**src/rtl/wsht_pkg.sv**
```systemverilog
// Types and constants of the windowed sample history table.
// Used by the controller, the datapath, the top level and the checker.
package wsht_pkg;

  // Result status codes.
  typedef enum logic [2:0] {
    ST_APPEND = 3'd0,
    ST_INSERT = 3'd1,
    ST_REJECT = 3'd2,
    ST_DUP    = 3'd3,
    ST_READ   = 3'd4
  } status_e;

  // Configuration register indexes.
  typedef enum logic [1:0] {
    CFG_BUCKET  = 2'd0,
    CFG_WINDOW  = 2'd1,
    CFG_PERSIST = 2'd2,
    CFG_MAX     = 2'd3
  } cfg_idx_e;

  // Input operation codes.
  localparam logic OP_RECORD = 1'b0;
  localparam logic OP_READ   = 1'b1;

  // Configuration reset values.
  localparam logic [21:0] BUCKET_RST  = 22'd300000;
  localparam logic [29:0] WINDOW_RST  = 30'd86400000;
  localparam logic [26:0] PERSIST_RST = 27'd1800000;
  localparam logic [9:0]  MAX_RST     = 10'd289;

  // Valid reading ranges.
  localparam logic [15:0]        CO2_MIN  = 16'd250;
  localparam logic [15:0]        CO2_MAX  = 16'd10000;
  localparam logic signed [11:0] TEMP_MIN = -12'sd640;
  localparam logic signed [11:0] TEMP_MAX = 12'sd1360;
  localparam logic [10:0]        HUM_MAX  = 11'd1600;

  // Stored entry: time above humidity, temperature and CO2.
  localparam int unsigned ENTRY_W = 85;

  // Controller states.
  typedef enum logic [3:0] {
    S_IDLE, S_DIV, S_DIV_WAIT, S_CHECK, S_SCAN, S_SHIFT_GO, S_SHIFT,
    S_INSERT, S_EVICT_GO, S_EVICT, S_READ, S_DONE
  } state_e;

  // Datapath operations.
  typedef enum logic [3:0] {
    OPC_NOP, OPC_LOAD, OPC_DIV_GO, OPC_BUCKET, OPC_REJECT, OPC_SCAN_INIT,
    OPC_SCAN_STEP, OPC_SCAN_END, OPC_SHIFT_INIT, OPC_SHIFT_STEP, OPC_INSERT,
    OPC_EVICT_INIT, OPC_EVICT_STEP, OPC_TRIM, OPC_READ, OPC_EMIT
  } cmd_op_e;

  typedef struct packed {
    cmd_op_e op;
    logic    rd_en;
  } cmd_t;

  typedef struct packed {
    logic div_done;
    logic rec_ok;
    logic scan_stop;
    logic dup;
    logic shift_skip;
    logic shift_last;
    logic evict_stop;
    logic out_busy;
  } sts_t;

endpackage

```
**src/rtl/wsht_ctrl.sv**
```systemverilog
// Controller of the sample history table: sequences division, search, shift,
// eviction and reads. Depends on wsht_pkg.
module wsht_ctrl (
  input  logic          clk_i,
  input  logic          rst_ni,
  input  logic          in_valid_i,
  input  logic          opcode_i,
  output logic          in_ready_o,
  input  wsht_pkg::sts_t sts_i,
  output wsht_pkg::cmd_t cmd_o
);
  import wsht_pkg::*;

  state_e state_q, state_d;

  always_ff @(posedge clk_i or negedge rst_ni) begin
    if (!rst_ni) begin
      state_q <= S_IDLE;
    end else begin
      state_q <= state_d;
    end
  end

  // Next state and commands.
  always_comb begin
    state_d     = state_q;
    cmd_o.op    = OPC_NOP;
    cmd_o.rd_en = 1'b0;
    in_ready_o  = 1'b0;
    unique case (state_q)
      S_IDLE: begin
        in_ready_o = 1'b1;
        if (in_valid_i) begin
          cmd_o.op = OPC_LOAD;
          state_d  = (opcode_i == OP_READ) ? S_READ : S_DIV;
        end
      end
      S_DIV: begin
        cmd_o.op = OPC_DIV_GO;
        state_d  = S_DIV_WAIT;
      end
      S_DIV_WAIT: begin
        if (sts_i.div_done) begin
          cmd_o.op = OPC_BUCKET;
          state_d  = S_CHECK;
        end
      end
      S_CHECK: begin
        if (sts_i.rec_ok) begin
          cmd_o.op    = OPC_SCAN_INIT;
          cmd_o.rd_en = 1'b1;
          state_d     = S_SCAN;
        end else begin
          cmd_o.op = OPC_REJECT;
          state_d  = S_DONE;
        end
      end
      S_SCAN: begin
        if (!sts_i.scan_stop) begin
          cmd_o.op    = OPC_SCAN_STEP;
          cmd_o.rd_en = 1'b1;
        end else begin
          cmd_o.op = OPC_SCAN_END;
          state_d  = sts_i.dup ? S_DONE : S_SHIFT_GO;
        end
      end
      S_SHIFT_GO: begin
        if (sts_i.shift_skip) begin
          state_d = S_INSERT;
        end else begin
          cmd_o.op    = OPC_SHIFT_INIT;
          cmd_o.rd_en = 1'b1;
          state_d     = S_SHIFT;
        end
      end
      S_SHIFT: begin
        cmd_o.op    = OPC_SHIFT_STEP;
        cmd_o.rd_en = !sts_i.shift_last;
        if (sts_i.shift_last) begin
          state_d = S_INSERT;
        end
      end
      S_INSERT: begin
        cmd_o.op = OPC_INSERT;
        state_d  = S_EVICT_GO;
      end
      S_EVICT_GO: begin
        cmd_o.op    = OPC_EVICT_INIT;
        cmd_o.rd_en = 1'b1;
        state_d     = S_EVICT;
      end
      S_EVICT: begin
        if (!sts_i.evict_stop) begin
          cmd_o.op    = OPC_EVICT_STEP;
          cmd_o.rd_en = 1'b1;
        end else begin
          cmd_o.op = OPC_TRIM;
          state_d  = S_DONE;
        end
      end
      S_READ: begin
        cmd_o.op    = OPC_READ;
        cmd_o.rd_en = 1'b1;
        state_d     = S_DONE;
      end
      S_DONE: begin
        if (!sts_i.out_busy) begin
          cmd_o.op = OPC_EMIT;
          state_d  = S_IDLE;
        end
      end
      default: begin
        state_d = S_IDLE;
      end
    endcase
  end
endmodule

```
**config.mk**
```make
export PLATFORM = sky130hd
export DESIGN_NAME = wsht_ctrl
export DESIGN_NICKNAME = d
export VERILOG_FILES = /design/src/rtl/wsht_pkg.sv /design/src/rtl/wsht_ctrl.sv
export SDC_FILE = /design/constraint.sdc
export NUM_CORES = 1
export LEC_CHECK = 0
export BUFFER_PORTS_ARGS = -buffer_cell sky130_fd_sc_hd__buf_2
export CAP_MARGIN = 5
export CELL_PAD_IN_SITES_DETAIL_PLACEMENT = 0
export CELL_PAD_IN_SITES_GLOBAL_PLACEMENT = 2
export CORE_MARGIN = 1.5
export CORE_UTILIZATION = 29
export DETAILED_ROUTE_END_ITERATION = 7
export PLACE_DENSITY_LB_ADDON = 0.1
export SLEW_MARGIN = 10
export SYNTH_ARGS = -nofsm -noshare
export SYNTH_HDL_FRONTEND = slang
export SYNTH_SLANG_ARGS = --single-unit
```
**constraint.sdc**
```tcl
create_clock -name clk_i -period 3 [get_ports clk_i]
set_clock_uncertainty 0.2 [all_clocks]
set_input_delay 0.15 -clock clk_i [delete_from_list [all_inputs] [get_ports clk_i]]
set_output_delay 0.15 -clock clk_i [all_outputs]
set_load 0.05 [all_outputs]
```
==> results.yml <==
grt:
  grt_first_pass_wirelength_um: 2766
  grt_max_degree: 27
  antenna_found_initial: 0
  track_usage_pct: 14.21
  first_global_vias: 630
  grt_overflow: 0
finish:
  multi_input_area_sq_um: 456.7
  drive_gt1_share_pct: 25.96
  top_register: "state_q"
  largest_reg_flops: 4
  largest_registers: "state_q x4"
  layout-area-overhead-vs-synth_pct: 16.60
  design_area_sq_um: 738.2
  nFillCells: 243
  nets: 118
  n_antenna_cell: 0
  regArea_sq_um: 100.1
place:
  dpl-instance-area_sq_um: 705.7
  portBuffers: 17
  gp_congestion: 0.7234
  dp_hpwl_um: 1180
synthesis:
  synthSimpleGateAreaFrac_pct: 26.28
  synth.largest_area_cell: "dfrtp_1"
  yosysUniqueCellTypes: 36
  synth_area_sq_um: 633.1
  ys_seq_elements: 4
  async_flop_share_pct: 100.0
  synth-edff-count: 0
  yosys_warnings: 0
  yosys-mux-area-fraction_pct: 4.743
  ys_seq_area_share_pct: 15.81
  synth_top_area_share_pct: 15.81
  synth_ff_type: "dfrtp_1"
  syn-instance-count: 91
  synth.most_common_cell: "a21oi_1"
  synth_compound_area_share_pct: 39.72
  synth-xor-area-share_pct: 1.383
  syn_nets: 103
  synth_common_cells: "a21oi_1 (12), o21ai_0 (11), nand2_1 (9)"
  synth_fa_ha_area_share_pct: 0
  synthTopCellsByArea: "dfrtp_1 (16%), a21oi_1 (9.5%), o21ai_0 (8.7%)"
  synth_top_family_by_area: "compound AO/OA/AOI/OAI gates"
  avgSynthCellArea_sq_um: 6.957
critical_path:
  reg2reg_from: "state_q[0]"
  ff2ff_path_depth: 5
  worstPathArrival_ns: 2.04
  critPathKind: "reg -> out"
  crit_required_ns: 2.65
  worstSetupEndpointType: "output pin"
  reg2reg_to: "state_q[3]"
  start_kind: "register"
  worst-path-max-fanout: 26
  reg2reg_slack_ns: 0.96
timing:
  fmax_ghz: 0.4188
  maxSlewViolCount: 0
  min_period_over_period_pct: 79.60
  worst_slew_margin_rel_pct: 45.48
  tightest_slew_ns: 0.8178
  rsz0062_at_grt: "false"
  hold_viol_final: 0
  setup_tns_ns: 0
  hold_slack_ns: 0.04892
  min_period_ns: 2.388
  finalSetupViolations: 0
die:
  core_area_sq_um: 2002
  ios: 18
  die_h_um: 49.73
  rows: 16
  start_util_pct: 31.62
  die_w_um: 49.73
  die-area_sq_um: 2473
detailed_routing:
  viasPerCell: 5.260
  drt_iter0_markers: 14
  via_count: 689
  drt-pass1-iter-count: 4
  wl_per_cell_um: 13.02
  ant_nets: 0
  drt_wl_total_um: 1706
  drc_errors: 0
cts:
  clk_pin_slew_ns: 0.04
  cts_setup_buffers: 0
  numCtsBuffers: 3
  clock_path_buffers: 2
  ctsHtreeMaxLevel: 1
  cts_root_buf: "clkbuf_4"
  insertion_delay_ns: 0.24
  clock_sinks: 4
  ctsResizeCount: 0
  cts_tree: "built"
pwr:
  leakagePower_nw: 0.3214
  finalPower_w: 0.0009877
  vdd_drop_max_v: 0.0006444
  powerDensity_nw_per_um2: 1338
run_status:
  status: "complete, no violations"
min_path:
  hp-class: "in -> async"
job:
  drv_cap: 0
routing by layer:
metal  vias up  GRT usage, %  wire length, um
li1        361             -                -
met1       314         18.77              854
met2        12         23.78              793
met3         2        0.3030               40
met4         0         6.944               17
met5         -             0                0
stage by stage:
step | std cells | setup slack (ns) | util (%)
6_report | 131 | 0.6120 | 36.88
3_3_place_gp | 127 | 0.8747 | 35.25
4_1_cts | 131 | 0.6027 | 36.88
5_1_grt | 131 | 0.4186 | 36.88
3_5_place_dp | 127 | 0.8620 | 35.25
2_1_floorplan | 91 | 0.2946 | -
logic make-up after synthesis:
kind of cell,after synthesis
AOI/OAI and AO/OA,39
and+or+nand+nor,29
buffers and inverters,15
DFF,4
muxes,3
xor gates and xnor gates,1
critical path: stages (launching register included):
cell	delay [ns]
dfrtp_1	0.87
nor2b_1	0.18
o21ai_1	0.23
a21oi_1	0.09
a31o_2	0.23
buf_2	0.20
cell type report:
type	count	share of cell area [%]
clock buffers	3	3.051
inverters	6	3.051
well taps	27	4.576
flip-flops and latches	4	13.56
repair buffers	19	13.90
multi-input cells	72	61.86
cells in the final DEF (no fill, tap or decap), types with 3 or more instances in the layout:
| master | instances |
|---|---|
| nor2_1 | 6 |
| nand2_1 | 9 |
| inv_1 | 6 |
| mux2i_1 | 3 |
| clkbuf_4 | 3 |
| buf_2 | 17 |
| nand3_1 | 3 |
| o21ai_0 | 11 |
| dfrtp_1 | 4 |
| a21oi_1 | 12 |
worst max path at each step:
| stage | startpoint | end | slack [ns] | depth (start not counted) |
|---|---|---|---|---|
| global route | state_q[2] | cmd_o[0] | 0.42 | 6 |
| floorplan | state_q[0] | in_ready_o | 0.29 | 4 |
| finish | state_q[0] | cmd_o[1] | 0.61 | 5 |
| global placement | state_q[0] | cmd_o[1] | 0.87 | 5 |
| CTS | state_q[2] | cmd_o[0] | 0.60 | 6 |
| detailed placement | state_q[2] | cmd_o[0] | 0.86 | 6 |
where the power goes:
group	leakage, nW	switching, W	internal (W)
sequential	0.0483	0.000135	0.0000771
clock	0.0138	0.0000245	0.0000449
combinational	0.259	0.000449	0.000257
total	0.321	0.000609	0.000379
what timing repair did:
action,in CTS,in global routing
hold endpoints to repair,4,0
setup endpoints to repair,0,0
hold buffers,1,0
Note: power is estimated with default switching activity, not from simulation.
